--- src/rtl/ake_pkg.sv ---
// ----------------------------------------------------------------------------
// altitude estimator package
// shared constants, register indexes and types for the estimator blocks
// ----------------------------------------------------------------------------
package ake_pkg;

  localparam logic [19:0] DtMin     = 20'd105;
  localparam logic [19:0] DtMax     = 20'd104857;
  localparam logic [33:0] SMin      = 34'd66;
  localparam logic [15:0] GainBaro  = 16'd6554;
  localparam logic [15:0] GainRange = 16'd9830;
  localparam logic [16:0] OneQ16    = 17'd65536;

  localparam logic [2:0] RegGravity  = 3'd0;
  localparam logic [2:0] RegQ        = 3'd1;
  localparam logic [2:0] RegBaroR    = 3'd2;
  localparam logic [2:0] RegRangeR   = 3'd3;
  localparam logic [2:0] RegMaxSpeed = 3'd4;

  localparam int unsigned QDepth = 2;

  typedef struct packed {
    logic signed [31:0] accel;
    logic [19:0]        dt;
    logic signed [31:0] baro;
    logic               bvalid;
    logic [30:0]        rng;
    logic               rvalid;
    logic               taken;
  } item_t;

  typedef enum logic [3:0] {
    ST_IDLE, ST_PRED1, ST_PRED2, ST_PRED3, ST_CSEL, ST_CDIV, ST_CMUL,
    ST_CUPD, ST_CVEL, ST_CLAMP, ST_OUT
  } state_e;

endpackage

--- src/rtl/ake_front.sv ---
// ----------------------------------------------------------------------------
// altitude estimator front end
// accepts sensor transactions, classifies the step time, queues the items
// ----------------------------------------------------------------------------
module ake_front (
  input  logic          clk_i,
  input  logic          rst_ni,
  input  logic          s_tvalid_i,
  output logic          s_tready_o,
  input  logic [119:0]  s_tdata_i,
  output logic          q_valid_o,
  input  logic          q_ready_i,
  output ake_pkg::item_t q_item_o
);
  import ake_pkg::*;

  item_t       mem_q [QDepth];
  logic        wp_q, wp_d, rp_q, rp_d;
  logic [1:0]  cnt_q, cnt_d;
  item_t       it;
  logic        push, pop;

  always_comb begin
    it.accel  = s_tdata_i[31:0];
    it.dt     = s_tdata_i[51:32];
    it.baro   = s_tdata_i[83:52];
    it.bvalid = s_tdata_i[84];
    it.rng    = s_tdata_i[115:85];
    it.rvalid = s_tdata_i[116];
    it.taken  = (it.dt >= DtMin) && (it.dt <= DtMax);
  end

  assign s_tready_o = (cnt_q != 2'(QDepth));
  assign q_valid_o  = (cnt_q != 2'd0);
  assign q_item_o   = mem_q[rp_q];
  assign push       = s_tvalid_i && s_tready_o;
  assign pop        = q_valid_o && q_ready_i;

  always_comb begin
    wp_d  = push ? ~wp_q : wp_q;
    rp_d  = pop ? ~rp_q : rp_q;
    cnt_d = cnt_q + 2'(push) - 2'(pop);
  end

  always_ff @(posedge clk_i or negedge rst_ni) begin
    if (!rst_ni) begin
      wp_q <= 1'b0; rp_q <= 1'b0; cnt_q <= 2'd0;
    end else begin
      wp_q <= wp_d; rp_q <= rp_d; cnt_q <= cnt_d;
    end
  end

  always_ff @(posedge clk_i) begin
    if (push) mem_q[wp_q] <= it;
  end

`ifndef SYNTH
  a_no_overflow: assert property (@(posedge clk_i) disable iff (!rst_ni)
    cnt_q == 2'(QDepth) |-> !push) else $error("queue overflow");
  a_no_underflow: assert property (@(posedge clk_i) disable iff (!rst_ni)
    cnt_q == 2'd0 |-> !pop) else $error("queue underflow");
  a_count: assert property (@(posedge clk_i) disable iff (!rst_ni)
    cnt_q <= 2'(QDepth)) else $error("queue count out of range");
`endif
endmodule

--- config.mk ---
export PLATFORM = sky130hd
export DESIGN_NAME = ake_front
export DESIGN_NICKNAME = d
export VERILOG_FILES = /design/src/rtl/ake_pkg.sv /design/src/rtl/ake_front.sv
export SDC_FILE = /design/constraint.sdc
export NUM_CORES = 1
export LEC_CHECK = 0
export BUFFER_PORTS_ARGS = -buffer_cell sky130_fd_sc_hd__buf_4
export CORE_ASPECT_RATIO = 1.2
export CORE_MARGIN = 3
export CORE_UTILIZATION = 54
export CTS_BUF_LIST = sky130_fd_sc_hd__clkbuf_4 sky130_fd_sc_hd__clkbuf_8
export CTS_CLUSTER_SIZE = 30
export DETAILED_ROUTE_END_ITERATION = 12
export PLACE_DENSITY = 0.87
export SLEW_MARGIN = 30
export SYNTH_ARGS = -nofsm -noshare
export SYNTH_HDL_FRONTEND = slang
export SYNTH_SLANG_ARGS = --single-unit
export TNS_END_PERCENT = 20
--- constraint.sdc ---
create_clock -name clk_i -period 6.6 [get_ports clk_i]
set_input_delay 0.33 -clock clk_i [delete_from_list [all_inputs] [get_ports clk_i]]
set_output_delay 0.33 -clock clk_i [all_outputs]
set_load 0.03 [all_outputs]
==> qor.csv <==
metric;value;unit
run status;completed;
total grt overflow;0;
post-DP HPWL;11500;um
FMAX;0.338;GHz
Worst-Skew Late Latency;0.49;ns
critical-path maximum fanout;75;
area occupied by multi-input gates;1540;sq um
Largest stage delay, worst path;0.83;ns
cells after synthesis;401;
GRT Overall Usage;20.0;%
Root Driver;clkbuf_8;
most common cell after layout, fill and taps aside;buf_4;
fin util;76.0;%
die area;18000;sq um
Comb pwr share;39.2;%
slew at the pin closest to its max-slew limit;0.874;ns
drt first-iter violations;255;
Critical Path Sink Type;output pin;
pwr dens;450;nW/um^2
clock power share;19.7;%
vias in the first global route;5300;
Area growth, synth to finish;35.5;%
Largest delay share family, worst path;flip-flops;
first-pass iteration count of the detailed router;4;
antenna cells;0;
# placed instances;840;
area of the core;15800;sq um
Yosys cell types;23;
critical path required time;6.27;ns
sequential share of power;41.1;%
Clock Pin Slew Worst Setup and Hold Paths;0.06;ns
final worst-path cycle share;44.8;%
largest net degree at the start of global routing;76;
die width;123;um
slowest CP cell;dfrtp_4;
first-pass GRT wire length;27700;um
Post-CTS Setup Bufs;0;
CTS tree;yes;
Startpoint Class;register;
vias;4955;
post-route antenna net violation count;0;
Initial Util;56.1;%
minimum clock period;2.96;ns
register area;7190;sq um
design area;12000;sq um
#FFs+latches synth;240;
proportion of layout cells with a drive suffix above 1;55.0;%
max_cap viols;0;
input/output buffers;240;
crit path kind;reg -> out;
final setup fails;0;
Final Instance Count excl. Fillers;957;
Ports;244;
Async S/R FF share, synth;1.67;%
Area after DPL;10800;sq um
Sw Share;35.5;%
RSZ-0062 raised after global routing;false;
fin. max-slew vios;0;
Synth Flop Type;edfxtp_1;
post-synthesis sequential area ratio;81.0;%
Die Y;146;um
CP Cell Sequence;buf_6 > mux2_2 > buf_4;
gp weighted congestion;0.736;
leakage power;4.51;nW
Yosys warnings;0;
worst hold margin;0.0244;ns
number of synthesized flops with an enable pin;236;
DRC errors left;0;
most frequent cells in the layout;buf_4 (243), edfxtp_1 (236), mux2_2 (118);
# nets final;854;
Mapped Area;8880;sq um
Hold Fails Final Rpt;0;
initial antenna violation count;0;
fill count;877;
std cell rows;50;
Peak VDD IR;0.269;mV
relative slew slack;41.7;%
Final Skew;0.0195;ns
routed vias/inst;5.18;
final setup TNS;0;ns
Num CTS Buffers;36;
Wirelength per Cell;19.9;um
Avg Cell Area, Syn;22.1;sq um
Worst Hold Class;in -> reg;
wirelength, routed;19000;um
Pint;3.49;mW
Synth Net Count;527;
Post-CTS Hold Fix Bufs;48;
Sw Pwr;1.92;mW
H-tree levels;2;
Arr. time, crit path;2.63;ns
# resized after CTS;0;
Clock Path Buffers;3;
clk sinks;240;
crit path buf inv count;2;
## Yosys cell counts, drive strengths merged (2+ instances only)
cell	number	share of area [%]
nand4	2	0.14
nor2	3	0.13
mux2	118	15
clkbuf	5	0.78
dfrtp	4	1.1
edfxtp	236	80
nor4	2	0.14
nand3	2	0.11
buf	8	1.0
xnor2	3	0.30
ha	2	0.28
nor3	2	0.11
o211ai	3	0.31
nand2	3	0.13
## stage by stage
stage / setup slack, ns / total power [mW]
floorplan: 0.251 / 3.70
global placement: 3.86 / 4.28
detailed placement: 3.78 / 4.34
CTS: 3.40 / 5.44
global route: 3.51 / 5.65
finish: 3.64 / 5.41
## power groups by stage
stage / sequential, mW / combinational, mW / clock (mW)
6_report: 2.22 / 2.12 / 1.07
5_1_grt: 2.26 / 2.23 / 1.16
4_1_cts: 2.22 / 2.13 / 1.09
3_5_place_dp: 2.25 / 2.09 / 0
3_3_place_gp: 2.22 / 2.06 / 0
2_1_floorplan: 2.22 / 1.48 / 0
## final cells by class
type	instances	area share, %
Clock buffer	44	4.67
Sequential cell	240	59.8
Multi-Input combinational cell	147	12.8
Clock inverter	15	0.489
Tap cell	208	2.16
Timing Repair Buffer	302	20.1
Inverter	1	0.0312
## state kept, by name, summed over array words and instances, names as in the netlist
name   cells
rp_q       1
cnt_q      2
wp_q       1
mem_q    236
## final timing paths
check                           depth (start not counted)             to  slack (ns)           start
worst max-delay path                                    3   q_item_o[96]        3.64            rp_q
worst min-delay path                                    1   mem_q[0][26]        0.02  s_tdata_i[109]
worst max register to register                          5  mem_q[0][106]        3.76        cnt_q[1]
worst min register to register                          1       cnt_q[1]        0.52        cnt_q[1]
max in group asynchronous                               2           rp_q        6.27          rst_ni
min in group asynchronous                               2       cnt_q[0]        0.22          rst_ni
## metal layers
layer	track usage [%]	routed length (um)
met5	0	0
met1	21.0	6440
met2	37.1	10600
met4	7.31	501
met3	5.77	1440
## logic make-up (layout without fill, tap and decap cells)
logic type	Yosys count	in the layout	synth area share (%)
buffers and inverters	14	362	1.83
AND/OR/NAND/NOR	19	19	1.14
adder cells (fa/ha/maj)	2	2	0.282
flip-flops	240	240	81.0
multiplexers	118	118	15.0
XOR/XNOR	4	4	0.395
AO/OA/AOI/OAI	4	4	0.409
No activity file was read; power rests on OpenSTA's default activity.
